==> src/rtl/gbd_pkg.sv <==
package gbd_pkg;

  localparam int SIZE_BITS = 24;
  localparam int ANGLE_BITS = 16;

  localparam int DW = 64;
  localparam int ZW = 34;
  localparam int CORDIC_STEPS = 30;
  localparam int SQRT_STEPS = 32;

  localparam int CFG_ADDR_BITS = 2;
  localparam int CFG_DATA_BITS = (SIZE_BITS > ANGLE_BITS) ? SIZE_BITS : ANGLE_BITS;

  localparam logic [29:0] K_Q30 = 30'd652032874;
  localparam logic [29:0] K2_Q30 = 30'd395948878;

  localparam logic [31:0] ATAN_TURNS [CORDIC_STEPS] = '{
    32'd536870912, 32'd316933406, 32'd167458907, 32'd85004756, 32'd42667331,
    32'd21354465, 32'd10679838, 32'd5340245, 32'd2670163, 32'd1335087,
    32'd667544, 32'd333772, 32'd166886, 32'd83443, 32'd41722,
    32'd20861, 32'd10430, 32'd5215, 32'd2608, 32'd1304,
    32'd652, 32'd326, 32'd163, 32'd81, 32'd41,
    32'd20, 32'd10, 32'd5, 32'd3, 32'd1
  };

  typedef enum logic [1:0] {
    OUTCOME_RESOLVED = 2'd0,
    OUTCOME_POINT    = 2'd1,
    OUTCOME_FAIL     = 2'd2
  } outcome_t;

  typedef enum logic [CFG_ADDR_BITS-1:0] {
    CFG_BEAM_MAJOR = 2'd0,
    CFG_BEAM_MINOR = 2'd1,
    CFG_BEAM_ANGLE = 2'd2
  } cfg_addr_t;

  typedef struct packed {
    logic [SIZE_BITS-1:0]         source_major;
    logic [SIZE_BITS-1:0]         source_minor;
    logic signed [ANGLE_BITS-1:0] source_angle;
  } in_item_t;

  typedef struct packed {
    logic [SIZE_BITS-1:0]         result_major;
    logic [SIZE_BITS-1:0]         result_minor;
    logic signed [ANGLE_BITS-1:0] result_angle;
    outcome_t                     outcome;
  } out_item_t;

endpackage

==> src/rtl/gbd_isqrt_stage.sv <==
module gbd_isqrt_stage #(
  parameter int IDX = 0,
  parameter int TW = 1
) (
  input  logic                   clk,
  input  logic                   en,
  input  logic [gbd_pkg::DW-1:0] n_i,
  input  logic [gbd_pkg::DW-1:0] r_i,
  input  logic [TW-1:0]          tag_i,
  output logic [gbd_pkg::DW-1:0] n_o,
  output logic [gbd_pkg::DW-1:0] r_o,
  output logic [TW-1:0]          tag_o
);

  localparam logic [gbd_pkg::DW-1:0] SQ_BIT = gbd_pkg::DW'(1) << (62 - 2 * IDX);

  logic [gbd_pkg::DW-1:0] trial;
  logic [gbd_pkg::DW-1:0] n_r, r_r;
  logic [TW-1:0]          tag_r;

  assign trial = r_i + SQ_BIT;

  always_ff @(posedge clk) begin
    if (en) begin
      if (n_i >= trial) begin
        n_r <= n_i - trial;
        r_r <= (r_i >> 1) + SQ_BIT;
      end else begin
        n_r <= n_i;
        r_r <= r_i >> 1;
      end
      tag_r <= tag_i;
    end
  end

  assign n_o = n_r;
  assign r_o = r_r;
  assign tag_o = tag_r;

endmodule

==> config.mk <==
export PLATFORM = sky130hd
export DESIGN_NAME = gbd_isqrt_stage
export DESIGN_NICKNAME = d
export VERILOG_FILES = /design/src/rtl/gbd_pkg.sv /design/src/rtl/gbd_isqrt_stage.sv
export SDC_FILE = /design/constraint.sdc
export NUM_CORES = 1
export LEC_CHECK = 0
export BUFFER_PORTS_ARGS = -buffer_cell sky130_fd_sc_hd__buf_2
export CAP_MARGIN = 10
export CORE_MARGIN = 4
export CORE_UTILIZATION = 53
export CTS_BUF_LIST = sky130_fd_sc_hd__clkbuf_16
export CTS_CLUSTER_DIAMETER = 50
export DETAILED_ROUTE_END_ITERATION = 7
export PLACE_DENSITY = 0.88
export SKIP_CTS_REPAIR_TIMING = 1
export SYNTH_ARGS = -nofsm -noshare
export SYNTH_HDL_FRONTEND = slang
export SYNTH_SLANG_ARGS = --single-unit
==> constraint.sdc <==
create_clock -name clk -period 4.5 [get_ports clk]
set_input_delay 0.45 -clock clk [delete_from_list [all_inputs] [get_ports clk]]
set_output_delay 0.45 -clock clk [all_outputs]
set_load 0.005 [all_outputs]
Yosys cells after proc, flatten, opt, wreduce, memory -nomap -nowiden
Index checks and enable logic that the tools add are counted.

word-level totals
  register bits = 129
  bits of input ports = 131
  logic and storage cells = 10

operators by class
  add/subtract/negate cells = 3
  magnitude comparators = 1
  multiplexer cells = 2

operator list
  cell                                                               number
  63-bit by 63-bit adder with 64-bit output (second input constant)  1
  64-bit by 63-bit adder with 64-bit output (second input constant)  1
  64-bit greater-or-equal comparator                                 1
  64-bit 2-to-1 mux                                                  1
  64-bit subtractor                                                  1
  63-bit 2-to-1 mux                                                  1

Logic depth before layout (Yosys ltp)
  word-level depth = 3
  depth in mapped cells = 14

Worst setup path before layout
No wires, ideal clock.

  kind = input -> register
  start point = input port r_i[16] in the netlist's numbering
  end point = register n_r, in the netlist n_o[60], data pin
  library setup time = 0.257 ns
  arrival time = 3.052 ns
  path slack = 1.190 ns
  cell stages on the path = 12
  buffers on the path = 0
  cells stage by stage = inv_1 ha_1 and2_1 nand3_1 or3_1 a41o_1 nor3_2 o21ai_1 o41ai_4 or4b_1 a21oi_1 nor3_1

between the ends
  word-level cells in the longest chain between the ends = 3

RTL lines
  element                                                                         RTL line                                      text
  start, declared                                                                 gbd_isqrt_stage.sv:8                          input logic [gbd_pkg::DW-1:0] r_i,
  64-bit by 63-bit adder with 64-bit output (*)                                   gbd_isqrt_stage.sv:21                         assign trial = r_i + SQ_BIT;
  64-bit subtractor / 64-bit greater-or-equal comparator (equally long branches)  gbd_isqrt_stage.sv:26, gbd_isqrt_stage.sv:25
  64-bit 2-to-1 mux (*)                                                           gbd_isqrt_stage.sv:25                         if (n_i >= trial) begin
  end signal, assigned                                                            gbd_isqrt_stage.sv:26                         n_r <= n_i - trial;
  end signal, assigned                                                            gbd_isqrt_stage.sv:29                         n_r <= n_i;
  end, declared                                                                   gbd_isqrt_stage.sv:18                         logic [gbd_pkg::DW-1:0] n_r, r_r;

Every way passes the cells marked *; elsewhere a longest branch is shown, timed or not.
A chain may end at the register's enable or synchronous reset.

Final worst setup path
  start point = input port n_i[0] in the netlist's numbering
  end point = register n_r, in the netlist n_o[61], data pin

between the ends
  word-level cells in the longest chain between the ends = 2

RTL lines
  element                                                                         RTL line                                      text
  start, declared                                                                 gbd_isqrt_stage.sv:7                          input logic [gbd_pkg::DW-1:0] n_i,
  64-bit subtractor / 64-bit greater-or-equal comparator (equally long branches)  gbd_isqrt_stage.sv:26, gbd_isqrt_stage.sv:25
  64-bit 2-to-1 mux (*)                                                           gbd_isqrt_stage.sv:25

Marks and branches as above.

==> impl_results.md <==
- Yosys warnings: 0
- WP data required: between 4 and 5 ns
- GRT Residual Overflow: 0
- Share of cells above drive strength 1: 26.9%
- DR vias/cell: around 5.7
- Post-synth top cells: edfxtp_1 (129), a21oi_1 (111), nor2_1 (82)
- Post-Syn Instances: 886
- Synth top area cells: edfxtp_1 (45%), ha_1 (9.3%), a21oi_1 (6.4%)
- Met3 Wirelength: 1870 um
- Status: finished clean
- Vias: 7762
- DRC Markers: 0
- Sw Ratio: 29.1%
- M1 WL: 9440 um
- P_sw: between 0.001 and 0.0015 W
- Initial drt markers: 700
- Number of routed nets with antenna violations: 0
- Cts bufs inserted: 17
- GP Congestion: 0.933
- DP HPWL: around 18000 um
- Post-synthesis cell area: 8640 um2
- Setup violators final: 0
- Final hold viol count: 0
- CP startpoint kind: primary input
- Initial antenna violation count: 2
- Synthesized area per cell: 9.75 um2
- Fin crit period: 3.53 ns
- Maximum VDD drop: 0.239 mV
- Fin area: 10700 um2
- Buffer levels on the longest clock path: 2
- CP arrival: 3.70 ns
- Starting Density: 54.2%
- Type of the most critical hold path: in2reg
- Post-synth top flop: edfxtp_1
- Tcrit/Tclk final: 78.4%
- Crit path kind: in2reg
- Port Buffer Count: 259
- Slowest CP cell: o41ai_4
- Crit path capture: n_o[61]$_DFFE_PP_
- FMAX: 283 MHz
- Routed len/inst: around 17 um
- Synth area leader: edfxtp_1
- Area growth syn-to-layout: 23.3%
- Crit Path Max Fanout: 24
- Most common cell in the netlist: edfxtp_1
- Crit. Startpoint: n_i[0]
- Slowest Stage Delay on Critical Path: about 0.52 ns
- Register bit count reported by yosys: around 130
- Root buf cell: clkbuf_16
- Placed inst area: between 10000 and 15000 um2
- CTS tree: done
- Max-cap violations: 0
- Min Hold Slack: 0.210 ns
- Critical path, cell by cell: buf_2, inv_1, ha_1, fa_1, nand2b_1, a21oi_1, o41ai_1, nor4bb_1, nor3_2, o21ai_1, o41ai_4, buf_4, nor4b_1, a311o_1, nor2_1
- Leakage: 4.95 nW
- Crit end category: flip-flop
- Layout fillers: 1247
- Metal2 WL: 11600 um
- Placeable core region: 15900 um2
- Tightest Pin Transition: 0.958 ns
- Clock sink count: 129
- Post-Syn Nets: 1082
- Yosys top cell area share: 44.8%
- Max Slew Vio Count: 0
- Total GRT Usage: 25.0%
- Row Count: 46
- Rel. slew slack: 36.1%
- I/O pin count: 260
- Synth unique cells: 58
- PwrDens: 363 nW/um2
- RSZ-0062 raised after global routing: false
- Number of global-route vias before repair: 7586
- Max H-tree Level: 4
- First-pass GRT wire length: 37000 um
- Final core occ: 66.8%
- Drt total wl: 23600 um
- Top Layer Used: met5
- Reg clk slew, reported paths: 0.06 ns
- Setup TNS: 0 ns
- Internal power: 0.00274 W
- Layout Nets: around 1.3k
- EDFF count, synth: 129
- Die area: roughly 18000 um2
- DIE WIDTH: 136 um
- Synth async-reset ratio: 0%
- Drt first pass iters: 5
- Seq/Total Area, Yosys: approximately 45%
- Chip height: 136 um
- Clock power frac: approximately a third
- Combinational share of power: 27.0%
- Power share of the sequential group: just under 40%
- Pin count of the biggest net entering global routing: 107
cell families after synthesis:
kind of cell             count (synthesis)  share of synthesized area, %
XOR/XNOR                                56                          5.68
multiplexers                            15                          1.94
AO/OA/AOI/OAI                          272                          19.7
AND/OR/NAND/NOR                        234                          13.1
flip-flops                             129                          44.8
buffers and inverters                  115                          5.17
adder cells (fa/ha/maj)                 65                          9.50
sequential cells by signal, indices dropped and copies added, names as in the netlist:
name and flops:
n_o 64, tag_o 1, r_o 64
how the worst min path moves through the flow:
stage | from | endpoint | slack, ns | cells past startpoint
after floorplan | r_i[1] | r_o[0]$_DFFE_PP_ | 0.55 | 0
after global placement | tag_i | tag_o$_DFFE_PP_ | 0.63 | 1
after detailed placement | tag_i | tag_o$_DFFE_PP_ | 0.63 | 1
after CTS | tag_i | tag_o$_DFFE_PP_ | 0.20 | 1
after global routing | tag_i | tag_o$_DFFE_PP_ | 0.20 | 1
final | tag_i | tag_o$_DFFE_PP_ | 0.21 | 1
power by group through the flow:
| stage | clock [W] | combinational (W) | sequential (W) |
|---|---|---|---|
| floorplan | 0 | 0.000612 | 0.00158 |
| global placement | 0 | 0.000997 | 0.00155 |
| detailed placement | 0 | 0.00102 | 0.00156 |
| CTS | 0.00130 | 0.00104 | 0.00154 |
| global route | 0.00135 | 0.00115 | 0.00155 |
| finish | 0.00128 | 0.00104 | 0.00154 |
cells in the final DEF, fill, tap and decap left out, drive strengths merged, types with 3 or more instances in the layout:
cell type | synthesis | routed
nand3 | 14 | 14
or3 | 4 | 4
edfxtp | 129 | 129
and3 | 13 | 13
o41ai | 3 | 3
a211oi | 4 | 4
a41oi | 5 | 5
xor2 | 20 | 20
o211ai | 7 | 7
nor3 | 12 | 12
a31oi | 7 | 7
nor2 | 82 | 82
nand2 | 52 | 52
buf | 11 | 266
mux2 | 14 | 14
nand4 | 18 | 18
a21o | 49 | 49
clkbuf | 26 | 17
o21ai | 43 | 43
xnor2 | 36 | 36
o21a | 7 | 7
inv | 78 | 80
and2 | 10 | 10
ha | 64 | 64
nand2b | 3 | 3
clkinv | 0 | 5
o21bai | 11 | 11
o31a | 5 | 5
and4 | 3 | 3
a21oi | 111 | 111
nor2b | 10 | 10
or2 | 4 | 4
a21boi | 5 | 5
metal layers:
| layer | global-route usage (%) | up-vias |
|---|---|---|
| met5 | 0 | - |
| met4 | 9.63 | 2 |
| met3 | 5.24 | 60 |
| met2 | 43.2 | 379 |
| met1 | 30.9 | 3595 |
| li1 | - | 3726 |
worst max-delay path: cells and delay by family:
kind	cells	cell delay [ns]
AND/OR/NAND/NOR	5	0.96
adder cells (fa/ha/maj)	2	0.63
AO/OA/AOI/OAI	5	1.17
buffers and inverters	3	0.48
through the flow:
stage / cells / total power (W) / worst slack [ns]
floorplan: 886 / 0.00219 / 1.19
global placement: 1331 / 0.00255 / 0.707
detailed placement: 1331 / 0.00258 / 0.552
CTS: 1359 / 0.00387 / 0.996
global route: 1360 / 0.00405 / 0.690
finish: 1360 / 0.00386 / 0.971
cell type report:
cell class | instances | area [um2] | share of cell area [%]
timing repair buffer | 266 | 1370 | 12.8
clock buffer | 17 | 425 | 3.99
tap | 216 | 270 | 2.54
multi-input combinational | 642 | 4320 | 40.5
antenna | 1 | 2.50 | 0.0235
sequential | 129 | 3870 | 36.4
clock inverter | 11 | 103 | 0.963
inverter | 78 | 293 | 2.75
Note: power is estimated with default switching activity, not from simulation.
