**src/rtl/gbd_pkg.sv**
```systemverilog
package gbd_pkg;

  localparam int SIZE_BITS = 24;
  localparam int ANGLE_BITS = 16;

  localparam int DW = 64;
  localparam int ZW = 34;
  localparam int CORDIC_STEPS = 30;
  localparam int SQRT_STEPS = 32;

  localparam int CFG_ADDR_BITS = 2;
  localparam int CFG_DATA_BITS = (SIZE_BITS > ANGLE_BITS) ? SIZE_BITS : ANGLE_BITS;

  localparam logic [29:0] K_Q30 = 30'd652032874;
  localparam logic [29:0] K2_Q30 = 30'd395948878;

  localparam logic [31:0] ATAN_TURNS [CORDIC_STEPS] = '{
    32'd536870912, 32'd316933406, 32'd167458907, 32'd85004756, 32'd42667331,
    32'd21354465, 32'd10679838, 32'd5340245, 32'd2670163, 32'd1335087,
    32'd667544, 32'd333772, 32'd166886, 32'd83443, 32'd41722,
    32'd20861, 32'd10430, 32'd5215, 32'd2608, 32'd1304,
    32'd652, 32'd326, 32'd163, 32'd81, 32'd41,
    32'd20, 32'd10, 32'd5, 32'd3, 32'd1
  };

  typedef enum logic [1:0] {
    OUTCOME_RESOLVED = 2'd0,
    OUTCOME_POINT    = 2'd1,
    OUTCOME_FAIL     = 2'd2
  } outcome_t;

  typedef enum logic [CFG_ADDR_BITS-1:0] {
    CFG_BEAM_MAJOR = 2'd0,
    CFG_BEAM_MINOR = 2'd1,
    CFG_BEAM_ANGLE = 2'd2
  } cfg_addr_t;

  typedef struct packed {
    logic [SIZE_BITS-1:0]         source_major;
    logic [SIZE_BITS-1:0]         source_minor;
    logic signed [ANGLE_BITS-1:0] source_angle;
  } in_item_t;

  typedef struct packed {
    logic [SIZE_BITS-1:0]         result_major;
    logic [SIZE_BITS-1:0]         result_minor;
    logic signed [ANGLE_BITS-1:0] result_angle;
    outcome_t                     outcome;
  } out_item_t;

endpackage

```
**src/rtl/gbd_cordic_stage.sv**
```systemverilog
module gbd_cordic_stage #(
  parameter int IDX = 0,
  parameter bit VEC = 1'b0,
  parameter int TW = 1
) (
  input  logic                          clk,
  input  logic                          en,
  input  logic signed [gbd_pkg::DW-1:0] x_i,
  input  logic signed [gbd_pkg::DW-1:0] y_i,
  input  logic signed [gbd_pkg::ZW-1:0] z_i,
  input  logic [TW-1:0]                 tag_i,
  output logic signed [gbd_pkg::DW-1:0] x_o,
  output logic signed [gbd_pkg::DW-1:0] y_o,
  output logic signed [gbd_pkg::ZW-1:0] z_o,
  output logic [TW-1:0]                 tag_o
);

  localparam logic signed [gbd_pkg::ZW-1:0] ANG = gbd_pkg::ZW'(gbd_pkg::ATAN_TURNS[IDX]);

  logic signed [gbd_pkg::DW-1:0] xs, ys;
  logic signed [gbd_pkg::DW-1:0] x_r, y_r;
  logic signed [gbd_pkg::ZW-1:0] z_r;
  logic [TW-1:0]                 tag_r;
  logic                          ccw;

  assign xs = x_i >>> IDX;
  assign ys = y_i >>> IDX;
  // rotation steers on the residual angle, vectoring on the sign of y
  assign ccw = VEC ? (y_i <= 0) : (z_i >= 0);

  always_ff @(posedge clk) begin
    if (en) begin
      if (ccw) begin
        x_r <= x_i - ys;
        y_r <= y_i + xs;
        z_r <= z_i - ANG;
      end else begin
        x_r <= x_i + ys;
        y_r <= y_i - xs;
        z_r <= z_i + ANG;
      end
      tag_r <= tag_i;
    end
  end

  assign x_o = x_r;
  assign y_o = y_r;
  assign z_o = z_r;
  assign tag_o = tag_r;

endmodule

```
**config.mk**
```make
export PLATFORM = sky130hd
export DESIGN_NAME = gbd_cordic_stage
export DESIGN_NICKNAME = d
export VERILOG_FILES = /design/src/rtl/gbd_pkg.sv /design/src/rtl/gbd_cordic_stage.sv
export SDC_FILE = /design/constraint.sdc
export NUM_CORES = 1
export LEC_CHECK = 0
export ABC_AREA = 1
export BUFFER_PORTS_ARGS = -buffer_cell sky130_fd_sc_hd__buf_2
export CAP_MARGIN = 40
export CORE_UTILIZATION = 50
export CTS_BUF_LIST = sky130_fd_sc_hd__clkbuf_4
export CTS_CLUSTER_DIAMETER = 120
export DETAILED_ROUTE_END_ITERATION = 10
export PLACE_DENSITY_LB_ADDON = 0.1
export SLEW_MARGIN = 20
export SYNTH_ARGS = -nofsm -noshare
export SYNTH_HDL_FRONTEND = slang
export SYNTH_SLANG_ARGS = --single-unit
```
**constraint.sdc**
```tcl
create_clock -name clk -period 3.1 [get_ports clk]
set_input_delay 0.62 -clock clk [delete_from_list [all_inputs] [get_ports clk]]
set_output_delay 0.62 -clock clk [all_outputs]
set_load 0.02 [all_outputs]
```
# == Word level (Yosys, flattened, before mapping) ==
# Cells that the tools add are included.
# word_totals
ff_bits,163
latch_bits,0
mem_bits_rw,0
mem_bits_ro,0
in_bits,165
out_inout_bits,163
memories,0
# classes
n_addsub,5
n_mul,0
div,0
magnitude_cmp,1
n_eq_ne,0
shift,0
muxes,3
bitwise,0
n_reduce_logical,0
# ops
operator,count
two-way mux 64 bit,2
subtractor 64 bit,2
adder 64 bit,1
adder 34 x 31 -> 34 bit (second input constant),1
greater-or-equal comparator 34 x 1 -> 1 bit (second input constant),1
two-way mux 34 bit,1
subtractor 34 x 31 -> 34 bit (second input constant),1

# == Logic depth before layout (Yosys ltp) ==
# Gate-level depths: netlist (run 1).
# logic_depth
word_depth,2
mapped_depth,19

# == Worst setup path before layout (run 1) ==
# OpenSTA, ideal clock, no wires.
# synth_path
path_type,in2reg
start,input port z_i[33] (netlist bit)
end,"register z_r, in the netlist z_o[33] (data pin)"
setup_ns,0.260
arrival_time_ns,2.159
required_time_ns,2.840
slack_ns,0.681
stages,13
n_path_buf,2
cell_sequence,inv_1 -> ha_1 -> nand3_1 -> nor2_1 -> nand3_1 -> nand2_2 -> buf_6 -> buf_4 -> fa_1 -> nand2_1 -> nand2_1 -> a21oi_1 -> xor2_1
# synth_between
elab_chain_len,2
# synth_lines
item,line,source
"start, declared",gbd_cordic_stage.sv:10,"input logic signed [gbd_pkg::ZW-1:0] z_i,"
adder 34 x 31 -> 34 bit (tied with other cells),gbd_cordic_stage.sv:40,z_r <= z_i + ANG;
two-way mux 34 bit (*),gbd_cordic_stage.sv:33,if (ccw) begin
"end signal, assigned",gbd_cordic_stage.sv:36,z_r <= z_i - ANG;
"end signal, assigned",gbd_cordic_stage.sv:40,
"end, declared",gbd_cordic_stage.sv:22,logic signed [gbd_pkg::ZW-1:0] z_r;
# Mark *: on every way between the ends. The rest lies on a longest branch, timed or not.
# A chain may end at the register's enable or synchronous reset.

# == Worst setup path after layout (run 1) ==
# layout_path
start,input port x_i[11] (netlist bit)
end,"register x_r, in the netlist x_o[21] (data pin)"
# layout_between
elab_chain_len,2
# layout_lines
item,line,source
"start, declared",gbd_cordic_stage.sv:8,"input logic signed [gbd_pkg::DW-1:0] x_i,"
adder 64 bit / subtractor 64 bit (equally long branches),"gbd_cordic_stage.sv:38, gbd_cordic_stage.sv:34",
two-way mux 64 bit (*),gbd_cordic_stage.sv:33,
"end signal, assigned",gbd_cordic_stage.sv:34,x_r <= x_i - ys;
"end signal, assigned",gbd_cordic_stage.sv:38,x_r <= x_i + ys;
"end, declared",gbd_cordic_stage.sv:21,"logic signed [gbd_pkg::DW-1:0] x_r, y_r;"
# Marked as above.

==> key figures, run 1 <==
Timing
  • RSZ-0062 raised after global routing: false
  • Worst slew pin tran: 0.6053 ns
  • Hold Fails Final Rpt: 0
  • Period minus WS final: 2.490 ns
  • Max transition margin: 0.5922
  • Slew Limit Fails: 0
  • Final Cycle Share: 0.8031
  • Worst hold slack: 0.08845 ns
  • F_max: 401.7 MHz
  • Setup Viol. Count Final: 0

Critical path
  • CP Max Fanout: 7
  • Critical path's most frequent cell: nand2_1
  • Crit start category: primary input
  • Critical path type: primary input to register
  • Slowest stage delay, CP: 0.41 ns
  • Critical path capture point type: register
  • CP top delay family: simple AND/OR/NAND/NOR gates
  • Crit-path cells: buf_2 -> inv_1 -> ha_1 -> buf_4 -> nand2_2 -> nor2_1 -> inv_2 -> nor3_2 -> nand2_1 -> nand3_1 -> nand2_1 -> nand3_1 -> nand2_1
  • CP arrival: 3.00 ns
  • Worst path bufs/invs: 4
  • Slowest-stage cell, CP: ha_1
  • Required time worst endpoint: 3.61 ns

Global route
  • GRT overflow: 0
  • Initial antenna violation count: 4
  • Vias in the first global route: 23.74k
  • GRT Util Overall: 0.3792
  • Largest net degree at the start of global routing: 83
  • First-pass GRT wire length: 135.4 mm

Cells and area
  • Area growth, synth to finish: 17.58%
  • Commonest non-fill, non-tap cell in the layout: nand2_1
  • Fin nets: 4758
  • FILL cells: 4870
  • Area of the multi-input gates: 0.01493 mm^2
  • Design Area, Final: 0.02764 mm^2
  • Layout cells sized above 1: 0.1918
  • FF+latch area: 0.004865 mm^2
  • Commonest non-fill, non-tap cells in the layout: nand2_1, inv_1, buf_2

Synthesis
  • Post-synthesis register bit count: 162
  • Syn Inst Count: 3883
  • Cell Area, Synth: 0.02351 mm^2
  • Register area share after synthesis: 0.2070
  • Ys flop type: edfxtp_1
  • Ys async rst share: 0
  • Syn Nets: 4259
  • Syn_area_per_cell: 6.054 um^2
  • Post-synth EDFFs: 162
  • YS warnings: 0
  • Netlist cell types: 49

Worst hold path
  • Hold Crit Class: primary input to register

CTS
  • Post-CTS setup buffers: 0
  • Sink Count: 162
  • Clock-pin slew on the worst setup and hold paths: 0.14 ns
  • CTS tree: done
  • Root Buffer: clkbuf_4
  • H-tree depth: 4
  • CTS max path bufs: 2
  • Cts bufs inserted: 17

Die
  • Core ar.: 0.04646 mm^2
  • Io pins: 328
  • DIE AREA: 0.04788 mm^2
  • # rows: 79
  • Die width: 218.8 um
  • Starting Density: 0.5060
  • Die height: 218.8 um

Detailed routing
  • Initial DRT Pass Iterations: 7
  • Avg WL per Cell: 18.17 um
  • Antenna viol nets, final: 0
  • Drc violations: 0
  • Total Wirelength: 90.90 mm
  • Initial DRC Count: 2673
  • Via density: 5.211
  • Vias: 26.08k

Power and ir drop
  • VDD IR max: 0.3450 mV
  • Leak: 15.73 nW
  • Cell Pwr Density: 343.3 mW/mm^2
  • Pwr Total: 9.489 mW

Job
  • MaxCap Viol Count: 0

Place
  • Port buffer count: 327
  • GPL Wtd Cong: 1.042
  • Post-DP HPWL: 78.10 mm
  • Total cell area at the placement stage: 0.02711 mm^2

Outcome
  • Status: complete, no violations
per-stage QoR:
stage               utilization  setup TNS, ns  instances  worst slack (ns)
floorplan                     -              0       3883            0.6805
global placement         0.5835        -0.2280       4945           -0.1011
detailed placement       0.5835        -0.3042       4945          -0.07704
CTS                      0.5948              0       5002            0.7596
global route             0.5949              0       5004            0.4928
finish                   0.5949              0       5004            0.6103
sequential cells by signal, indices dropped and copies added, names as in the netlist:
signal,count
y_o,64
x_o,63
z_o,34
tag_o,1
path summary, 6_finish.rpt:
path | from | end | slack (ns) | depth (start not counted)
setup / recovery | x_i[11] | x_o[21] | 0.61 | 13
hold / removal | z_i[28] | z_o[28] | 0.09 | 1
report_power, final:
group	switching (mW)	internal (mW)	leakage, nW
clock network	1.01	0.435	0.150
registers	0.0948	2.79	1.58
logic	3.46	1.70	14.0
total	4.56	4.93	15.7
logic make-up after synthesis:
| group | after synthesis | share of synthesized area |
|---|---|---|
| compound gates | 386 | 0.08990 |
| xor+xnor | 75 | 0.02858 |
| fa+ha+maj | 211 | 0.1133 |
| buf+inv | 900 | 0.1582 |
| flops | 162 | 0.2070 |
| simple gates | 2149 | 0.4030 |
routing by layer:
metal	vias up	wire length [um]	global-route usage
li1	12900	-	-
met1	11780	40780	0.5332
met2	1226	37840	0.5767
met3	165	8621	0.05613
met4	2	3643	0.1567
met5	-	13	0
cell usage after synthesis, types with 2 or more instances:
cell	count	area share
nor3_2	21	0.0089
nor3_1	4	0.00085
clkbuf_1	2	0.00032
nor2_1	226	0.036
a21boi_0	2	0.00064
ha_1	208	0.11
edfxtp_1	162	0.21
o21ai_0	107	0.023
nor4_1	8	0.0021
nand4_1	36	0.0096
xor2_1	73	0.027
o21bai_1	32	0.010
nand3b_1	2	0.00064
a21oi_2	12	0.0045
a21oi_1	181	0.039
buf_2	33	0.0070
nor2_8	3	0.0026
nand2_2	62	0.017
nand3_1	294	0.063
o21ai_1	38	0.0081
inv_2	54	0.0086
o21ai_2	2	0.00075
nand2_4	8	0.0038
nand3_2	15	0.0064
buf_6	26	0.012
inv_1	756	0.12
nor2_2	51	0.014
xor2_2	2	0.0014
buf_4	28	0.0089
a21o_1	4	0.0013
nand2_1	1380	0.22
nor2_4	28	0.013
nand3b_4	2	0.0017
fa_1	3	0.0026
a31oi_1	4	0.0011
layout make-up:
| class | count | area share |
|---|---|---|
| repair buffers | 569 | 0.1360 |
| inverters | 811 | 0.1102 |
| flip-flops and latches | 162 | 0.1760 |
| clock buffers | 18 | 0.004889 |
| clock inverters | 14 | 0.005116 |
| diodes | 2 | 0.0001811 |
| multi-input cells | 2821 | 0.5401 |
| well taps | 607 | 0.02748 |
what timing repair did:
action,in CTS,in global routing
resized for setup,0,0
hold endpoints to repair,25,0
hold buffers,25,0
Note: power is estimated with default switching activity, not from simulation.
==> inputs of run 2 (changes only) <==
clock period = 2.37 ns   (was 3.1 ns; I/O delays follow)
==> run 2 against run 1 <==
Wire length rose by 2.7%; first-iteration DRC count down 12%; clock power is 37% higher; non-clock buffer count rose by 379; clock-buffer cell count stayed put; worst setup slack worse by 0.51 ns; final cell count is 7.6% higher; global-route usage rose by 1.0 points; critical path type unchanged; via count increased by 5.0%; largest cell class unchanged.
==> key figures, run 2 (synthesized netlist as in run 1, its figures left out) <==
Worst hold path
  • HP Start: en (was z_i[28])
  • Hold depth: 1 (unchanged)
  • Hold Path End: z_o[5] (was z_o[28])
  • Hold Crit Class: primary input to register (unchanged)

Cells and area
  • Fin cells: 5382 (was 5004)
  • Util after Layout: 0.6585 (was 0.5949)
  • Design Area, Final: 0.03059 mm^2 (was 0.02764 mm^2)
  • FILL cells: 4554 (was 4870)
  • Layout cells sized above 1: 0.2549 (was 0.1918)
  • Area growth, synth to finish: 30.14% (was 17.58%)
  • Max reg flops: 64 (unchanged)
  • Commonest non-fill, non-tap cells in the layout: nand2_1, inv_1, buf_4 (was nand2_1, inv_1, buf_2)
  • Commonest non-fill, non-tap cell in the layout: nand2_1 (unchanged)
  • Fin nets: 5137 (was 4758)

Timing
  • Worst slew pin tran: 0.6902 ns (was 0.6053 ns)
  • Final Cycle Share: 0.9563
  • Setup Viol. Count Final: 0 (unchanged)
  • Setup ws final: 0.1037 ns (was 0.6103 ns)
  • F_max: 441.2 MHz
  • Slew Limit Fails: 0 (unchanged)
  • Max transition margin: 0.5350 (was 0.5922)
  • Hold Fails Final Rpt: 0 (unchanged)
  • Worst hold slack: 0.1276 ns (was 0.08845 ns)
  • Setup total negative slack: 0 ns (unchanged)
  • RSZ-0062 raised after global routing: false (unchanged)
  • Period minus WS final: 2.266 ns

Die
  • Starting Density: 0.5060 (unchanged)
  • Io pins: 328 (unchanged)
  • Die height: 218.8 um (unchanged)
  • Die width: 218.8 um (unchanged)
  • Core ar.: 0.04646 mm^2 (unchanged)
  • # rows: 79 (unchanged)
  • DIE AREA: 0.04788 mm^2 (unchanged)

CTS
  • Clock-pin slew on the worst setup and hold paths: 0.15 ns (was 0.14 ns)
  • CTS tree: done (unchanged)
  • Sink Count: 162 (unchanged)
  • H-tree depth: 4 (unchanged)
  • CTS max path bufs: 2 (unchanged)
  • Cts bufs inserted: 17 (unchanged)
  • Post-CTS setup buffers: 0 (unchanged)
  • Root Buffer: clkbuf_4 (unchanged)

Detailed routing
  • Initial DRC Count: 2363 (was 2673)
  • Antenna viol nets, final: 0 (unchanged)
  • Via density: 5.085 (was 5.211)
  • Drc violations: 0 (unchanged)
  • Initial DRT Pass Iterations: 6 (was 7)
  • Vias: 27.37k (was 26.08k)
  • Total Wirelength: 93.38 mm (was 90.90 mm)
  • Avg WL per Cell: 17.35 um (was 18.17 um)

Power and ir drop
  • Flop pwr share: 0.287 (was 0.304)
  • Internal power: 7.131 mW (was 4.927 mW)
  • Net Sw Frac: 0.4597 (was 0.4807)
  • Leak: 17.59 nW (was 15.73 nW)
  • P_sw: 6.068 mW (was 4.562 mW)
  • Gate power share: 0.564 (was 0.544)
  • VDD IR max: 0.6470 mV (was 0.3450 mV)
  • Clock power frac: 0.149 (was 0.152)
  • Pwr Total: 13.20 mW (was 9.489 mW)
  • Cell Pwr Density: 431.5 mW/mm^2 (was 343.3 mW/mm^2)

Global route
  • Initial antenna violation count: 1 (was 4)
  • GRT overflow: 0 (unchanged)
  • GRT Util Overall: 0.3891 (was 0.3792)
  • Largest net degree at the start of global routing: 54 (was 83)
  • First-pass GRT wire length: 139.7 mm (was 135.4 mm)
  • Vias in the first global route: 25.35k (was 23.74k)

Critical path
  • CP arrival: 2.77 ns (was 3.00 ns)
  • Crit-path cells: dlygate4sd3_1 -> buf_2 -> nor4_1 -> nand2_1 -> nor2_1 -> nand3_1 -> nand2_4 -> buf_4 -> buf_12 -> o21ai_0 -> buf_4 (was buf_2 -> inv_1 -> ha_1 -> buf_4 -> nand2_2 -> nor2_1 -> inv_2 -> nor3_2 -> nand2_1 -> nand3_1 -> nand2_1 -> nand3_1 -> nand2_1)
  • Crit start category: primary input (unchanged)
  • Required time worst endpoint: 2.87 ns (was 3.61 ns)
  • Critical path capture point type: register (unchanged)
  • Slowest stage delay, CP: 0.53 ns (was 0.41 ns)
  • Critical path's most frequent cell: buf_4 (was nand2_1)
  • CP Max Fanout: 24 (was 7)
  • Slowest-stage cell, CP: dlygate4sd3_1 (was ha_1)
  • Critical path type: primary input to register (unchanged)

Place
  • GPL Wtd Cong: 1.021 (was 1.042)
  • Placed cells: 5318 (was 4945)
  • Total cell area at the placement stage: 0.02997 mm^2 (was 0.02711 mm^2)
  • Post-Place Worst Slack: -0.5341 ns (was -0.07704 ns)
  • Port buffer count: 327 (unchanged)
  • Post-DP HPWL: 81.01 mm (was 78.10 mm)

Job
  • MaxCap Viol Count: 0 (unchanged)

Outcome
  • Status: complete, no violations (unchanged)
==> run 2: cell types whose count changed in the layout (fill, tap and decap cells not counted), moves of 2 or more <==
cell / before / now
clkinv_4: 0 / 2
buf_4: 198 / 566
buf_12: 19 / 24
dlygate4sd3_1: 25 / 31
==> run 2: final cells by class <==
class                           count  area, um^2  area share
Tap cell                          607       759.5     0.02483
Clock inverter                     14       167.7    0.005481
Sequential cell                   162        4865      0.1590
Multi-Input combinational cell   2821       14930      0.4882
Antenna cell                        1       2.502  0.00008180
Clock buffer                       18       135.1    0.004417
Inverter                          811        3045     0.09955
Timing Repair Buffer              948        6683      0.2185
==> run 2: repair_timing <==
item,4_1_cts,5_1_grt
hold buffers,31,0
resized for setup,0,1
endpoints found under the setup margin,0,2
endpoints found under the hold margin,31,0
==> run 2: layer usage <==
| layer | vias up | GRT usage | wire [um] |
|---|---|---|---|
| li1 | 13660 | - | - |
| met1 | 12350 | 0.5337 | 40930 |
| met2 | 1226 | 0.6083 | 40040 |
| met3 | 140 | 0.06445 | 9117 |
| met4 | 0 | 0.1491 | 3298 |
| met5 | - | 0 | 0 |
==> run 2: worst max-delay path by stage <==
stage / from / endpoint / cells after the start
6_report: z_i[12] / y_o[16] / 11
5_1_grt: z_i[5] / y_o[16] / 11
4_1_cts: z_i[5] / y_o[16] / 11
3_5_place_dp: x_i[22] / y_o[61] / 16
3_3_place_gp: x_i[22] / y_o[61] / 16
2_1_floorplan: z_i[33] / z_o[33] / 13
==> run 2: power groups by stage <==
stage / sequential [mW] / combinational (mW) / clock (mW)
global placement: 3.84 / 7.18 / 0
detailed placement: 3.85 / 7.24 / 0
CTS: 3.78 / 7.30 / 2.00
floorplan: 4.32 / 3.51 / 0
finish: 3.79 / 7.44 / 1.97
global route: 3.82 / 8.05 / 2.06
==> run 2: critical path, delay by kind of cell <==
family | cells | cell delay (ns)
buffers and inverters | 5 | 1.27
AOI/OAI and AO/OA | 1 | 0.16
and+or+nand+nor | 5 | 0.87
